===== src/design/gtg_pkg.sv =====
// Shared types, constants and helper functions for the go-to-goal PID steering block.
// Used by gtg_ctrl, gtg_datapath and go_to_goal_pid_steering_top; depends on nothing.
`timescale 1ns / 1ps
`default_nettype none

package gtg_pkg;

    // Number of CORDIC rotations; values above 24 act as 24.
    localparam int CORDIC_STEPS = 16;
    localparam int CORDIC_RUN   = (CORDIC_STEPS > 24) ? 24 : CORDIC_STEPS;
    // One result bit per square-root step over a 34-bit radicand.
    localparam int SQRT_STEPS   = 17;
    localparam int RUN_STEPS    = (CORDIC_RUN > SQRT_STEPS) ? CORDIC_RUN : SQRT_STEPS;
    localparam int STEP_W       = 5;
    localparam int NUM_MULS     = 6;

    localparam logic signed [16:0] PI_Q12      = 17'sd12868;
    localparam logic signed [16:0] TWO_PI_Q12  = 17'sd25736;
    localparam logic signed [33:0] HALF_PI_Q30 = 34'sh06487ED51;

    localparam logic [2:0] REG_KP_LIN = 3'd0;
    localparam logic [2:0] REG_KI_LIN = 3'd1;
    localparam logic [2:0] REG_KD_LIN = 3'd2;
    localparam logic [2:0] REG_KP_ANG = 3'd3;
    localparam logic [2:0] REG_KI_ANG = 3'd4;
    localparam logic [2:0] REG_KD_ANG = 3'd5;
    localparam logic [2:0] REG_D_TOL  = 3'd6;
    localparam logic [2:0] REG_H_TOL  = 3'd7;

    typedef enum logic [3:0] {
        OP_NONE,
        OP_SQX,
        OP_SQY,
        OP_LKI,
        OP_LKP,
        OP_LKD,
        OP_AKI,
        OP_AKP,
        OP_AKD
    } mul_op_t;

    typedef struct packed {
        logic              load;
        logic              run;
        logic [STEP_W-1:0] step;
        logic              err_calc;
        mul_op_t           mul_op;
        logic              wb;
    } gtg_cmd_t;

    // atan(2^-i) in signed Q4.30.
    function automatic logic signed [33:0] atan_q30(input logic [STEP_W-1:0] i);
        logic signed [33:0] v;
        begin
            unique case (i)
                5'd0:  v = 34'sh03243F6A8;
                5'd1:  v = 34'sh01DAC6705;
                5'd2:  v = 34'sh00FADBAFC;
                5'd3:  v = 34'sh007F56EA6;
                5'd4:  v = 34'sh003FEAB76;
                5'd5:  v = 34'sh001FFD55B;
                5'd6:  v = 34'sh000FFFAAA;
                5'd7:  v = 34'sh0007FFF55;
                5'd8:  v = 34'sh0003FFFEA;
                5'd9:  v = 34'sh0001FFFFD;
                5'd10: v = 34'sh0000FFFFF;
                5'd11: v = 34'sh00007FFFF;
                5'd12: v = 34'sh00003FFFF;
                5'd13: v = 34'sh00001FFFF;
                5'd14: v = 34'sh00000FFFF;
                5'd15: v = 34'sh000007FFF;
                5'd16: v = 34'sh000003FFF;
                5'd17: v = 34'sh000001FFF;
                5'd18: v = 34'sh000000FFF;
                5'd19: v = 34'sh0000007FF;
                5'd20: v = 34'sh0000003FF;
                5'd21: v = 34'sh0000001FF;
                5'd22: v = 34'sh0000000FF;
                5'd23: v = 34'sh00000007F;
                default: v = 34'sd0;
            endcase
            return v;
        end
    endfunction

    function automatic logic signed [31:0] sat32(input logic signed [33:0] v);
        logic signed [31:0] r;
        begin
            if ((v[33:31] == 3'b000) || (v[33:31] == 3'b111))
                r = v[31:0];
            else if (v[33])
                r = 32'sh80000000;
            else
                r = 32'sh7FFFFFFF;
            return r;
        end
    endfunction

    // Single wrap of an angle difference into [-pi, pi].
    function automatic logic signed [16:0] wrap_once(input logic signed [16:0] e);
        logic signed [16:0] r;
        begin
            if (e > PI_Q12)
                r = e - TWO_PI_Q12;
            else if (e < -PI_Q12)
                r = e + TWO_PI_Q12;
            else
                r = e;
            return r;
        end
    endfunction

endpackage

`default_nettype wire


===== src/design/gtg_ctrl.sv =====
// Sequencer of the go-to-goal PID steering block.
// Depends on gtg_pkg; drives gtg_datapath through a gtg_cmd_t command word.
`timescale 1ns / 1ps
`default_nettype none

module gtg_ctrl (
    input  wire logic             clk,
    input  wire logic             rst_n,
    input  wire logic             in_valid,
    output logic                  in_ready,
    output logic                  out_valid,
    input  wire logic             out_ready,
    output gtg_pkg::gtg_cmd_t     cmd
);
    import gtg_pkg::*;

    typedef enum logic [8:0] {
        S_IDLE  = 9'b000000001,
        S_SQX   = 9'b000000010,
        S_SQY   = 9'b000000100,
        S_SQSUM = 9'b000001000,
        S_RUN   = 9'b000010000,
        S_ERR   = 9'b000100000,
        S_MUL   = 9'b001000000,
        S_DRAIN = 9'b010000000,
        S_WB    = 9'b100000000
    } state_t;

    state_t            state_reg, state_next;
    logic [STEP_W-1:0] cnt_reg, cnt_next;
    logic              out_valid_reg, out_valid_next;

    always_comb
    begin
        state_next     = state_reg;
        cnt_next       = cnt_reg;
        out_valid_next = out_valid_reg;
        in_ready       = 1'b0;
        cmd            = '0;
        cmd.mul_op     = OP_NONE;
        cmd.step       = cnt_reg;
        if (out_valid_reg && out_ready)
            out_valid_next = 1'b0;
        unique case (state_reg)
            S_IDLE:
            begin
                in_ready = 1'b1;
                if (in_valid)
                begin
                    cmd.load   = 1'b1;
                    state_next = S_SQX;
                end
            end
            S_SQX:
            begin
                cmd.mul_op = OP_SQX;
                state_next = S_SQY;
            end
            S_SQY:
            begin
                cmd.mul_op = OP_SQY;
                state_next = S_SQSUM;
            end
            S_SQSUM:
            begin
                cnt_next   = '0;
                state_next = S_RUN;
            end
            S_RUN:
            begin
                cmd.run = 1'b1;
                if (cnt_reg == STEP_W'(RUN_STEPS - 1))
                begin
                    cnt_next   = '0;
                    state_next = S_ERR;
                end
                else
                    cnt_next = cnt_reg + 1'b1;
            end
            S_ERR:
            begin
                cmd.err_calc = 1'b1;
                state_next   = S_MUL;
            end
            S_MUL:
            begin
                unique case (cnt_reg)
                    5'd0:    cmd.mul_op = OP_LKI;
                    5'd1:    cmd.mul_op = OP_LKP;
                    5'd2:    cmd.mul_op = OP_LKD;
                    5'd3:    cmd.mul_op = OP_AKI;
                    5'd4:    cmd.mul_op = OP_AKP;
                    default: cmd.mul_op = OP_AKD;
                endcase
                if (cnt_reg == STEP_W'(NUM_MULS - 1))
                begin
                    cnt_next   = '0;
                    state_next = S_DRAIN;
                end
                else
                    cnt_next = cnt_reg + 1'b1;
            end
            S_DRAIN:
            begin
                state_next = S_WB;
            end
            S_WB:
            begin
                if (!out_valid_reg || out_ready)
                begin
                    cmd.wb         = 1'b1;
                    out_valid_next = 1'b1;
                    state_next     = S_IDLE;
                end
            end
            default:
            begin
                state_next = S_IDLE;
            end
        endcase
    end

    always_ff @(posedge clk or negedge rst_n)
    begin
        if (!rst_n)
        begin
            state_reg     <= S_IDLE;
            cnt_reg       <= '0;
            out_valid_reg <= 1'b0;
        end
        else
        begin
            state_reg     <= state_next;
            cnt_reg       <= cnt_next;
            out_valid_reg <= out_valid_next;
        end
    end

    assign out_valid = out_valid_reg;

endmodule

`default_nettype wire


===== src/design/gtg_datapath.sv =====
// Datapath of the go-to-goal PID steering block: config registers, square root,
// CORDIC atan2, shared multiplier and PID state. Depends on gtg_pkg.
`timescale 1ns / 1ps
`default_nettype none

module gtg_datapath (
    input  wire logic                clk,
    input  wire logic                rst_n,
    input  wire gtg_pkg::gtg_cmd_t   cmd,
    input  wire logic                cfg_we,
    input  wire logic [2:0]          cfg_index,
    input  wire logic [15:0]         cfg_wdata,
    input  wire logic signed [15:0]  cur_x,
    input  wire logic signed [15:0]  cur_y,
    input  wire logic signed [14:0]  cur_heading,
    input  wire logic signed [15:0]  target_x,
    input  wire logic signed [15:0]  target_y,
    input  wire logic signed [14:0]  target_heading,
    output logic signed [31:0]       linear_cmd,
    output logic signed [31:0]       angular_cmd,
    output logic                     on_goal
);
    import gtg_pkg::*;

    logic [15:0] kp_lin_reg, ki_lin_reg, kd_lin_reg;
    logic [15:0] kp_ang_reg, ki_ang_reg, kd_ang_reg;
    logic [15:0] dtol_reg;
    logic [13:0] htol_reg;

    logic signed [16:0] dx_reg, dy_reg;
    logic signed [14:0] ch_reg;
    logic               zero_reg, head_ok_reg;
    logic signed [42:0] x_reg, y_reg;
    logic signed [33:0] z_reg;
    logic [34:0]        n_reg, res_reg;
    logic [16:0]        dist_reg, last_dist_reg;
    logic signed [15:0] err_reg, last_err_reg;
    logic signed [31:0] lin_int_reg, ang_int_reg;
    logic signed [27:0] acc_reg;
    logic signed [31:0] lin_res_reg, ang_res_reg;
    logic               on_reg;
    logic signed [35:0] prod_reg;
    mul_op_t            op_reg;
    logic signed [31:0] lin_out_reg, ang_out_reg;
    logic               on_out_reg;

    // Configuration writes.
    always_ff @(posedge clk or negedge rst_n)
    begin
        if (!rst_n)
        begin
            kp_lin_reg <= 16'd128;
            ki_lin_reg <= 16'd0;
            kd_lin_reg <= 16'd51;
            kp_ang_reg <= 16'd512;
            ki_ang_reg <= 16'd0;
            kd_ang_reg <= 16'd256;
            dtol_reg   <= 16'd26;
            htol_reg   <= 14'd410;
        end
        else if (cfg_we)
        begin
            unique case (cfg_index)
                REG_KP_LIN: kp_lin_reg <= cfg_wdata;
                REG_KI_LIN: ki_lin_reg <= cfg_wdata;
                REG_KD_LIN: kd_lin_reg <= cfg_wdata;
                REG_KP_ANG: kp_ang_reg <= cfg_wdata;
                REG_KI_ANG: ki_ang_reg <= cfg_wdata;
                REG_KD_ANG: kd_ang_reg <= cfg_wdata;
                REG_D_TOL:  dtol_reg   <= cfg_wdata;
                REG_H_TOL:  htol_reg   <= cfg_wdata[13:0];
            endcase
        end
    end

    // Input capture and CORDIC pre-rotation.
    logic signed [16:0] dx_w, dy_w, gerr_w, gabs_w;
    logic signed [42:0] xi_w, yi_w;
    always_comb
    begin
        dx_w   = 17'(target_x) - 17'(cur_x);
        dy_w   = 17'(target_y) - 17'(cur_y);
        xi_w   = {{2{dx_w[16]}}, dx_w, 24'd0};
        yi_w   = {{2{dy_w[16]}}, dy_w, 24'd0};
        gerr_w = wrap_once(17'(target_heading) - 17'(cur_heading));
        gabs_w = gerr_w[16] ? -gerr_w : gerr_w;
    end

    // Square-root and CORDIC step.
    logic [34:0]        bit_w, sum_w;
    logic signed [42:0] xs_w, ys_w;
    logic               sqrt_en, cordic_en;
    always_comb
    begin
        bit_w     = 35'd1 << (6'd32 - {cmd.step, 1'b0});
        sum_w     = res_reg + bit_w;
        xs_w      = x_reg >>> cmd.step;
        ys_w      = y_reg >>> cmd.step;
        sqrt_en   = cmd.run && (cmd.step < STEP_W'(SQRT_STEPS));
        cordic_en = cmd.run && (cmd.step < STEP_W'(CORDIC_RUN));
    end

    // Heading error from the CORDIC angle.
    logic signed [33:0] zr_w;
    logic signed [15:0] bear_w;
    logic signed [16:0] err_w;
    always_comb
    begin
        zr_w   = z_reg + 34'sd131072;
        bear_w = zero_reg ? 16'sd0 : zr_w[33:18];
        err_w  = wrap_once(17'(bear_w) - 17'(ch_reg));
    end

    // Shared multiplier operands.
    logic signed [17:0] a_w, b_w;
    always_comb
    begin
        unique case (cmd.mul_op)
            OP_SQX:
            begin
                a_w = 18'(dx_reg);
                b_w = 18'(dx_reg);
            end
            OP_SQY:
            begin
                a_w = 18'(dy_reg);
                b_w = 18'(dy_reg);
            end
            OP_LKI:
            begin
                a_w = {1'b0, dist_reg};
                b_w = {2'b00, ki_lin_reg};
            end
            OP_LKP:
            begin
                a_w = {1'b0, dist_reg};
                b_w = {2'b00, kp_lin_reg};
            end
            OP_LKD:
            begin
                a_w = {1'b0, dist_reg} - {1'b0, last_dist_reg};
                b_w = {2'b00, kd_lin_reg};
            end
            OP_AKI:
            begin
                a_w = 18'(err_reg);
                b_w = {2'b00, ki_ang_reg};
            end
            OP_AKP:
            begin
                a_w = 18'(err_reg);
                b_w = {2'b00, kp_ang_reg};
            end
            OP_AKD:
            begin
                a_w = 18'(err_reg) - 18'(last_err_reg);
                b_w = {2'b00, kd_ang_reg};
            end
            default:
            begin
                a_w = '0;
                b_w = '0;
            end
        endcase
    end

    logic signed [27:0] sh_w;
    logic signed [33:0] lint_w, aint_w, lsum_w, asum_w;
    always_comb
    begin
        sh_w   = prod_reg[35:8];
        lint_w = 34'(lin_int_reg) + 34'(sh_w);
        aint_w = 34'(ang_int_reg) + 34'(sh_w);
        lsum_w = 34'(acc_reg) + 34'(sh_w) + 34'(lin_int_reg);
        asum_w = 34'(acc_reg) + 34'(sh_w) + 34'(ang_int_reg);
    end

    always_ff @(posedge clk or negedge rst_n)
    begin
        if (!rst_n)
        begin
            op_reg        <= OP_NONE;
            last_dist_reg <= '0;
            last_err_reg  <= '0;
            lin_int_reg   <= '0;
            ang_int_reg   <= '0;
        end
        else
        begin
            op_reg <= cmd.mul_op;
            unique case (op_reg)
                OP_LKI: lin_int_reg <= sat32(lint_w);
                OP_AKI: ang_int_reg <= sat32(aint_w);
                default: ;
            endcase
            if (cmd.wb)
            begin
                last_dist_reg <= dist_reg;
                last_err_reg  <= err_reg;
            end
        end
    end

    always_ff @(posedge clk)
    begin
        prod_reg <= a_w * b_w;
        if (cmd.load)
        begin
            dx_reg      <= dx_w;
            dy_reg      <= dy_w;
            ch_reg      <= cur_heading;
            zero_reg    <= (dx_w == 17'sd0) && (dy_w == 17'sd0);
            head_ok_reg <= gabs_w < 17'(htol_reg);
            if (!dx_w[16])
            begin
                x_reg <= xi_w;
                y_reg <= yi_w;
                z_reg <= '0;
            end
            else if (!dy_w[16])
            begin
                x_reg <= yi_w;
                y_reg <= -xi_w;
                z_reg <= HALF_PI_Q30;
            end
            else
            begin
                x_reg <= -yi_w;
                y_reg <= xi_w;
                z_reg <= -HALF_PI_Q30;
            end
        end
        else if (cordic_en)
        begin
            if (!y_reg[42])
            begin
                x_reg <= x_reg + ys_w;
                y_reg <= y_reg - xs_w;
                z_reg <= z_reg + atan_q30(cmd.step);
            end
            else
            begin
                x_reg <= x_reg - ys_w;
                y_reg <= y_reg + xs_w;
                z_reg <= z_reg - atan_q30(cmd.step);
            end
        end
        unique case (op_reg)
            OP_SQX: n_reg <= prod_reg[34:0];
            OP_SQY:
            begin
                n_reg   <= n_reg + prod_reg[34:0];
                res_reg <= '0;
            end
            OP_LKP, OP_AKP: acc_reg <= sh_w;
            OP_LKD: lin_res_reg <= sat32(lsum_w);
            OP_AKD: ang_res_reg <= sat32(asum_w);
            default:
            begin
                if (sqrt_en)
                begin
                    if (n_reg >= sum_w)
                    begin
                        n_reg   <= n_reg - sum_w;
                        res_reg <= (res_reg >> 1) + bit_w;
                    end
                    else
                        res_reg <= res_reg >> 1;
                end
            end
        endcase
        if (cmd.err_calc)
        begin
            dist_reg <= res_reg[16:0];
            err_reg  <= err_w[15:0];
            on_reg   <= (res_reg[16:0] < {1'b0, dtol_reg}) && head_ok_reg;
        end
        if (cmd.wb)
        begin
            lin_out_reg <= lin_res_reg;
            ang_out_reg <= ang_res_reg;
            on_out_reg  <= on_reg;
        end
    end

    assign linear_cmd  = lin_out_reg;
    assign angular_cmd = ang_out_reg;
    assign on_goal     = on_out_reg;

endmodule

`default_nettype wire


===== src/design/go_to_goal_pid_steering_top.sv =====
// Per input beat the block squares dx and dy, runs the bit-serial square root and the CORDIC
// on one shared step counter, computes the errors, makes six passes of one multiplier, drains
// and writes back; it takes no new input beat until that write-back.
// A new input beat is taken while the previous result beat still waits at the output; a
// second result then holds the block in its write-back state until the output frees up.
// Reset (rst_n, asynchronous, active low) loads the register defaults and clears PID state.
// Top level of the go-to-goal PID steering block; depends on gtg_pkg, gtg_ctrl, gtg_datapath.
`timescale 1ns / 1ps
`default_nettype none

module go_to_goal_pid_steering_top (
    input  wire logic                clk,
    input  wire logic                rst_n,
    input  wire logic                in_valid,
    output logic                     in_ready,
    input  wire logic signed [15:0]  cur_x,
    input  wire logic signed [15:0]  cur_y,
    input  wire logic signed [14:0]  cur_heading,
    input  wire logic signed [15:0]  target_x,
    input  wire logic signed [15:0]  target_y,
    input  wire logic signed [14:0]  target_heading,
    output logic                     out_valid,
    input  wire logic                out_ready,
    output logic signed [31:0]       linear_cmd,
    output logic signed [31:0]       angular_cmd,
    output logic                     on_goal,
    input  wire logic                cfg_we,
    input  wire logic [2:0]          cfg_index,
    input  wire logic [15:0]         cfg_wdata
);
    import gtg_pkg::*;

    // The controller walks each beat through squaring, the shared square-root and
    // CORDIC iterations, the heading-error wrap and the six PID multiplies.
    gtg_cmd_t cmd;

    gtg_ctrl u_ctrl (
        .clk       (clk),
        .rst_n     (rst_n),
        .in_valid  (in_valid),
        .in_ready  (in_ready),
        .out_valid (out_valid),
        .out_ready (out_ready),
        .cmd       (cmd)
    );

    // The datapath holds the configuration registers, the PID state and the
    // output register that decouples the result beat from the next input beat.
    gtg_datapath u_dp (
        .clk            (clk),
        .rst_n          (rst_n),
        .cmd            (cmd),
        .cfg_we         (cfg_we),
        .cfg_index      (cfg_index),
        .cfg_wdata      (cfg_wdata),
        .cur_x          (cur_x),
        .cur_y          (cur_y),
        .cur_heading    (cur_heading),
        .target_x       (target_x),
        .target_y       (target_y),
        .target_heading (target_heading),
        .linear_cmd     (linear_cmd),
        .angular_cmd    (angular_cmd),
        .on_goal        (on_goal)
    );

    // An accepted input beat keeps the block busy on the next cycle.
    assert property (@(posedge clk) disable iff (!rst_n)
        (in_valid && in_ready) |=> !in_ready)
        else $error("input taken twice in a row");

    // A waiting result beat is never overwritten by later work.
    assert property (@(posedge clk) disable iff (!rst_n)
        (out_valid && !out_ready) |=>
            (out_valid && $stable(linear_cmd) && $stable(angular_cmd) && $stable(on_goal)))
        else $error("pending result changed");

    // A result appears only while a beat is being worked on, never from idle.
    assert property (@(posedge clk) disable iff (!rst_n)
        $rose(out_valid) |-> $past(!in_ready))
        else $error("result without work");

endmodule

`default_nettype wire

===== config.mk =====
export PLATFORM = sky130hd
export DESIGN_NAME = go_to_goal_pid_steering_top
export DESIGN_NICKNAME = d
export VERILOG_FILES = /design/src/design/gtg_pkg.sv /design/src/design/gtg_ctrl.sv /design/src/design/gtg_datapath.sv /design/src/design/go_to_goal_pid_steering_top.sv
export SDC_FILE = /design/constraint.sdc
export NUM_CORES = 2
export LEC_CHECK = 0
export BUFFER_PORTS_ARGS = -buffer_cell sky130_fd_sc_hd__buf_2
export CAP_MARGIN = 20
export CELL_PAD_IN_SITES_DETAIL_PLACEMENT = 1
export CELL_PAD_IN_SITES_GLOBAL_PLACEMENT = 1
export CORE_MARGIN = 1
export CORE_UTILIZATION = 29
export DETAILED_ROUTE_END_ITERATION = 16
export MAX_ROUTING_LAYER = met4
export PLACE_DENSITY = 0.53
export SYNTH_ARGS = -nofsm -noshare
export SYNTH_HDL_FRONTEND = slang
export SYNTH_SLANG_ARGS = --single-unit
export TNS_END_PERCENT = 20

===== constraint.sdc =====
create_clock -name clk -period 28 [get_ports clk]
set_clock_uncertainty 0.1 [all_clocks]
set_input_delay 2.8 -clock clk [delete_from_list [all_inputs] [get_ports clk]]
set_output_delay 2.8 -clock clk [all_outputs]
set_load 0.005 [all_outputs]

# --- Word-level counts from Yosys, hierarchy flattened ---
# Memory sizes are Yosys's and may differ from the RTL's.
# Cells that the tools add are included.
# W data, S select, Z words.
word_totals:
  regBits: 710
  rom_bits: 1920
  inputBits: 118
  out_inout_bits: 67
  memories: 2
mem_list:
  columns: ["memory", "depth", "width", "rd", "rd_ports_with_merged_regs", "wr", "line_no", "text"]
  rows:
  - ["(no name shown)", 32, 30, 1, 0, 0, "gtg_pkg.sv:55", "unique case (i)"]
  - ["(no name shown)", 32, 30, 1, 0, 0, "gtg_pkg.sv:55", null]
classes:
  n_addsub: 31
  n_mul: 1
  magnitude_cmp: 9
  eq_ne: 46
  shifts: 3
  muxes: 63
  n_bitwise: 2
  n_reduce_logical: 40
op_table:
  columns: ["operator", "n"]
  rows:
  - ["$mux W43", 10]
  - ["$mux W34", 11]
  - ["$mux W32", 8]
  - ["$pmux W18 S8", 1]
  - ["$mux W35", 4]
  - ["$pmux W18 S6", 1]
  - ["$pmux W35 S3", 1]
  - ["$add A43 B43 Y43", 2]
  - ["$neg A41 Y43", 2]
  - ["$sshr A43 B5 Y43", 2]
  - ["$sub A43 B43 Y43", 2]
  - ["$pmux W9 S9", 1]
  - ["$add A35 B35 Y35", 2]
  - ["$pmux W35 S2", 1]
  - ["$add A29 B32 Y33", 2]
  - ["$add A32 B28 Y33", 2]
  - ["$mux W17", 3]
  - ["$sub A16 B16 Y17", 3]
  - ["$mux W16", 3]
  - ["$mul A18 B18 Y36", 1]
  - ["$mux W9", 4]
  - ["$add A34 B35 Y35", 1]
  - ["$ge A35 B35 Y1", 1]
  - ["$shl A1 B6 Y35 const A", 1]
  - ["62 further kinds", 126]

# --- Depth between registers and ports, before layout ---
depth:
  ltp_word: 9
  depth_mapped: 48
  mapped_depth_nobuf: 38

# --- Modules after synthesis ---
# From an unflattened synthesis, not the netlist that was laid out.
hier_totals:
  hier_cells: 7903
  hier_area_um2: 72846.1
by_module_without_submodules:
  columns: ["module", "instances", "cells_each", "area_per_inst_um2"]
  rows:
  - ["gtg_datapath", 1, 7794, 71835.1]
  - ["gtg_ctrl", 1, 109, 1011.0]

# --- Worst setup path before layout ---
# OpenSTA, ideal clock, no wires.
synth_timing:
  path_type: "reg2reg"
  start: "register u_ctrl.cnt_reg[4]"
  end: "register u_dp.x_reg[0] (enable)"
  setup_ns: 0.765
  arrival_ns: 10.747
  required_time_ns: 27.135
  setup_slack_ns: 16.388
  stages_incl_launch_ff: 12
  n_path_buf: 10
  path_cell_list: "dfrtp_1 -> clkbuf_1 -> buf_2 -> buf_2 -> clkbuf_1 -> clkbuf_1 -> buf_2 -> clkbuf_1 -> clkbuf_1 -> buf_1 -> clkbuf_1 -> o21ai_0"
synth_between:
  elab_chain_cells: 3
synth_rtl:
  columns: ["item", "line_no", "text"]
  rows:
  - ["start, declared", "gtg_ctrl.sv:30", "logic [STEP_W-1:0] cnt_reg, cnt_next;"]
  - ["start signal, assigned", "gtg_ctrl.sv:134", "cnt_reg <= cnt_next;"]
  - ["$lt A5 B5 Y1", "gtg_datapath.sv:100", "cordic_en = cmd.run && (cmd.step < STEP_W'(CORDIC_RUN));"]
  - ["$logic_and A1 B1 Y1", "gtg_datapath.sv:100", null]
  - ["$reduce_bool A2 Y1 (no source line)", null, null]
  - ["end signal, assigned", "gtg_datapath.sv:216", "x_reg <= xi_w;"]
  - ["end signal, assigned", "gtg_datapath.sv:222", "x_reg <= yi_w;"]
  - ["end signal, assigned", "gtg_datapath.sv:228", "x_reg <= -yi_w;"]
  - ["end, declared", "gtg_datapath.sv:33", "logic signed [42:0] x_reg, y_reg;"]
# No other way between the ends.
# A chain may end at the register's enable or synchronous reset.

# --- Final worst setup path ---
layout_timing:
  start: "register u_ctrl.cnt_reg[0]"
  end: "register u_dp.prod_reg[33]"
layout_between:
  elab_chain_cells: 7
  word_cells_on_any_way: 20
  cone_classes: "mul (1); eq/ne (12); mux (4); reduce/logical (3)"
layout_rtl:
  columns: ["item", "line_no", "text"]
  rows:
  - ["$eq A5 B3 Y1, or another cell as far along", "gtg_ctrl.sv:87", "unique case (cnt_reg)"]
  - ["$pmux W4 S5 *", "gtg_ctrl.sv:87", null]
  - ["$pmux W4 S3 *", "gtg_ctrl.sv:44", "unique case (state_reg)"]
  - ["$eq A4 B3 Y1 or $eq A4 B2 Y1 (tied branches)", "gtg_datapath.sv:118", "unique case (cmd.mul_op)"]
  - ["$reduce_or A2 Y1 (no source line)", null, null]
  - ["$pmux W18 S6", "gtg_datapath.sv:118", null]
  - ["$mul A18 B18 Y36 *", "gtg_datapath.sv:206", "prod_reg <= a_w * b_w;"]
  - ["end signal, assigned", "gtg_datapath.sv:206", null]
  - ["end, declared", "gtg_datapath.sv:42", "logic signed [35:0] prod_reg;"]
# Mark *: on every way between the ends. The rest lies on a longest branch, timed or not.

==> metrics.md <==
| Metric | Value |
|---|---|
| Outcome | finished, final reports clean |
| Mean Syn Cell Area | 9.17 um^2 |
| H-tree Lvls | 3 |
| Detailed placer's ending HPWL | 205 mm |
| Leakage Power | 0.0346 uW |
| Post-CTS Repair Setup Buffers | 0 |
| Clock sinks | 710 |
| CTS Hold Bufs | 0 |
| Worst-skew pair later-pin latency | 0.77 ns |
| Post-synth top area share | 0.178 |
| P&R area growth vs syn | 11.3% |
| Final min period | 11.61 ns |
| RSZ-0062 raised after global routing | false |
| Row count | ~180 |
| Via density | between 5 and 6 |
| DR pass1 iterations | 5 |
| Total I/O pin count | 185 |
| Pre-CTS setup slack | 16.44 ns |
| Ys async rst share | 0.341 |
| Synth area leaders | edfxtp_1 18%, ha_1 11%, fa_1 9.5% |
| Remaining antenna violation count | 0 |
| First-pass GRT wire length | 395 mm |
| VDD IR max | between 0.05 and 0.06 mV |
| Sequential fraction of the synthesis area | 0.271 |
| GRT overflow | 0 |
| CP peak stage delay | 0.84 ns |
| Startpoint type of the worst setup path | register |
| DR iter-0 viols | 3698 |
| Relative max-transition margin | 0.239 |
| Endpoint class of the critical path | register |
| Initial antenna violation count | 14 |
| Maximum clock frequency | 86.1 MHz |
| Slew Limit Fails | 0 |
| TritonCTS clock tree | built |
| Vias in the first global route | 62800 |
| CTS Buf Count | 95 |
| Critical path peak fanout | 58 |
| EDFF count, synth | between 400 and 500 |
| Routability congestion estimate | between 0.8 and 0.9 |
| Clock-pin slew on the worst setup and hold paths | around 0.060 ns |
| Cells after synthesis | 7964 |
| Synth Register Bits | 710 |
| Share of layout cells above drive strength 1 | 0.112 |
| Die W | 504 um |
| Core region area | 0.250 mm^2 |
| Fillers | 29000 |
| Drt total wl | 258 mm |
| DIE HEIGHT | 504 um |
| Clk root buf | clkbuf_16 |
| Min-Delay Path Depth | 0 |
| Starting Density | 0.293 |
| Reg2reg path depth | 36 |
| Cell accounting for the most synthesized area | edfxtp_1 |
| Top_reg_cell synth | edfxtp_1 |
| Period utilisation layout | 0.415 |
| Via count | between 60000 and 70000 |
| Critical Path Source | u_ctrl.cnt_reg[0] |
| CP Class | register to register |
| Setup slack after layout | 16.39 ns |
| Synth warnings | 0 |
| IO buf count | 184 |
| Hold_sp | u_dp.ang_res_reg[6] |
| Mapped Area | 0.0731 mm^2 |
| Worst hold path type | register to register |
| CP required | 28.50 ns |
| Total GRT Usage | 0.205 |
| Post-CTS sizing | 0 |
| Setup_tns | 0 ns |
| Final Hold Fails | 0 |
| # setup viols final | 0 |
| Worst EP arrival | between 10 and 15 ns |
| Post-synth net total | 9049 |
| Slowest stage cell, crit path | nor2_1 |
| Worst slew pin tran | 1.14 ns |
| Netlist cell types | 106 |
| Layout Nets | 9149 |
| Total die area | about 0.25 mm^2 |
| Worst R2R Start | u_ctrl.cnt_reg[0] |
| Cell area power density | approximately 120 mW/mm^2 |
| DRC | 0 |
| WL/cell | between 20 and 25 um |
| Min Hold Slack | 0.316 ns |
| Clock Path Buffers | 3 |
| Largest net degree at the start of global routing | 122 |
| Max-cap violations | 0 |
| CP most frequent cell | ha_1 |
per-layer routing:
layer | vias up | routed length [um] | share of wire | global-route usage
met5 | - | 0 | 0 | -
met4 | 0 | 7080 | 0.027 | 0.0556
met3 | 271 | 8550 | 0.033 | 0.0182
met2 | 1052 | 121000 | 0.47 | 0.335
met1 | 30400 | 121000 | 0.47 | 0.270
li1 | 28700 | - | - | -
final timing paths:
check / endpoint / slack [ns]
max in group asynchronous: u_dp.htol_reg[12] / 23.55
min: u_dp.angular_cmd[6] / 0.32
min in group asynchronous: u_dp.lin_int_reg[5] / 1.90
min reg2reg: u_dp.angular_cmd[6] / 0.32
max: u_dp.prod_reg[33] / 16.39
max reg2reg: u_dp.prod_reg[33] / 16.39
final cells by class:
type,instances,area [um^2],share of cell area
clock inverter,59,776,0.00954
tap,3330,4170,0.0512
multi-input combinational,6206,49300,0.607
inverter,750,2820,0.0347
sequential,710,19800,0.243
clock buffer,119,2560,0.0315
timing repair buffer,301,1850,0.0228
antenna,6,15.0,0.000185
metrics by stage:
stage	cells	power, uW	area [um^2]	util
5_1_grt	11500	10800	81300	0.326
3_3_place_gp	11300	8560	77900	0.312
4_1_cts	11500	10100	81300	0.326
2_1_floorplan	7964	6810	73100	-
6_report	11500	10000	81300	0.326
3_5_place_dp	11300	8700	77900	0.312
cells in the mapped netlist, types with 37 or more instances:
cell type and count:
nand2_1 628, mux2_2 164, o21a_1 83, or2_2 37
a31oi_1 96, o21bai_1 73, o21ai_0 466, or3_1 60
nor2b_1 79, mux2i_1 83, xor2_1 248, nor3_1 126
a21oi_1 543, mux4_2 114, nand2b_1 80, fa_1 346
dfrtp_1 226, a211oi_1 61, o211ai_1 60, nand3_1 126
a22oi_1 51, clkbuf_1 224, and3_1 78, and2_1 69
nand4_1 59, a21o_1 195, nor2_1 710, inv_1 744
o31ai_1 38, edfxtp_1 432, ha_1 621, xnor2_1 370
cells by family after synthesis:
kind of cell	after synthesis	share of synthesized area
and+or+nand+nor	2180	0.140
DFF	710	0.271
adders and majority gates	979	0.203
other	2	0.000103
muxes	365	0.0726
xor gates and xnor gates	618	0.0741
AOI/OAI and AO/OA	2062	0.184
buffers and inverters	1048	0.0558
worst max-delay path: cells and delay by family (launching register included):
family / cells / cell delay [ns]
simple gates: 9 / 2.77
compound gates: 13 / 3.72
buf+inv: 5 / 0.92
flops: 1 / 0.50
fa+ha+maj: 9 / 3.40
report_power, final:
part	internal, uW	switching, uW	total, uW
Combinational	2710	4080	6800
Clock	760	540	1300
Sequential	1660	254	1910
Total	5130	4880	10000
cells in the final DEF (no fill, tap or decap), types with 37 or more instances in the layout:
master / instances
xor2_1: 248
nor2_1: 706
o21bai_1: 72
or2_2: 37
o21ai_0: 462
a21oi_1: 539
ha_1: 621
edfxtp_1: 432
nor2b_1: 79
o211ai_1: 60
clkbuf_16: 97
and2_1: 69
dfrtp_1: 221
mux2i_1: 83
nand2b_1: 80
nand2_1: 628
and3_1: 78
buf_4: 111
inv_1: 742
or3_1: 60
o21a_1: 83
nand3_1: 126
nor3_1: 122
xnor2_1: 370
o31ai_1: 38
fa_1: 346
mux4_2: 114
a211oi_1: 61
buf_2: 184
a31oi_1: 96
a22oi_1: 51
nand4_1: 59
a21o_1: 195
mux2_2: 164
Power figures use the tool's default switching activity.
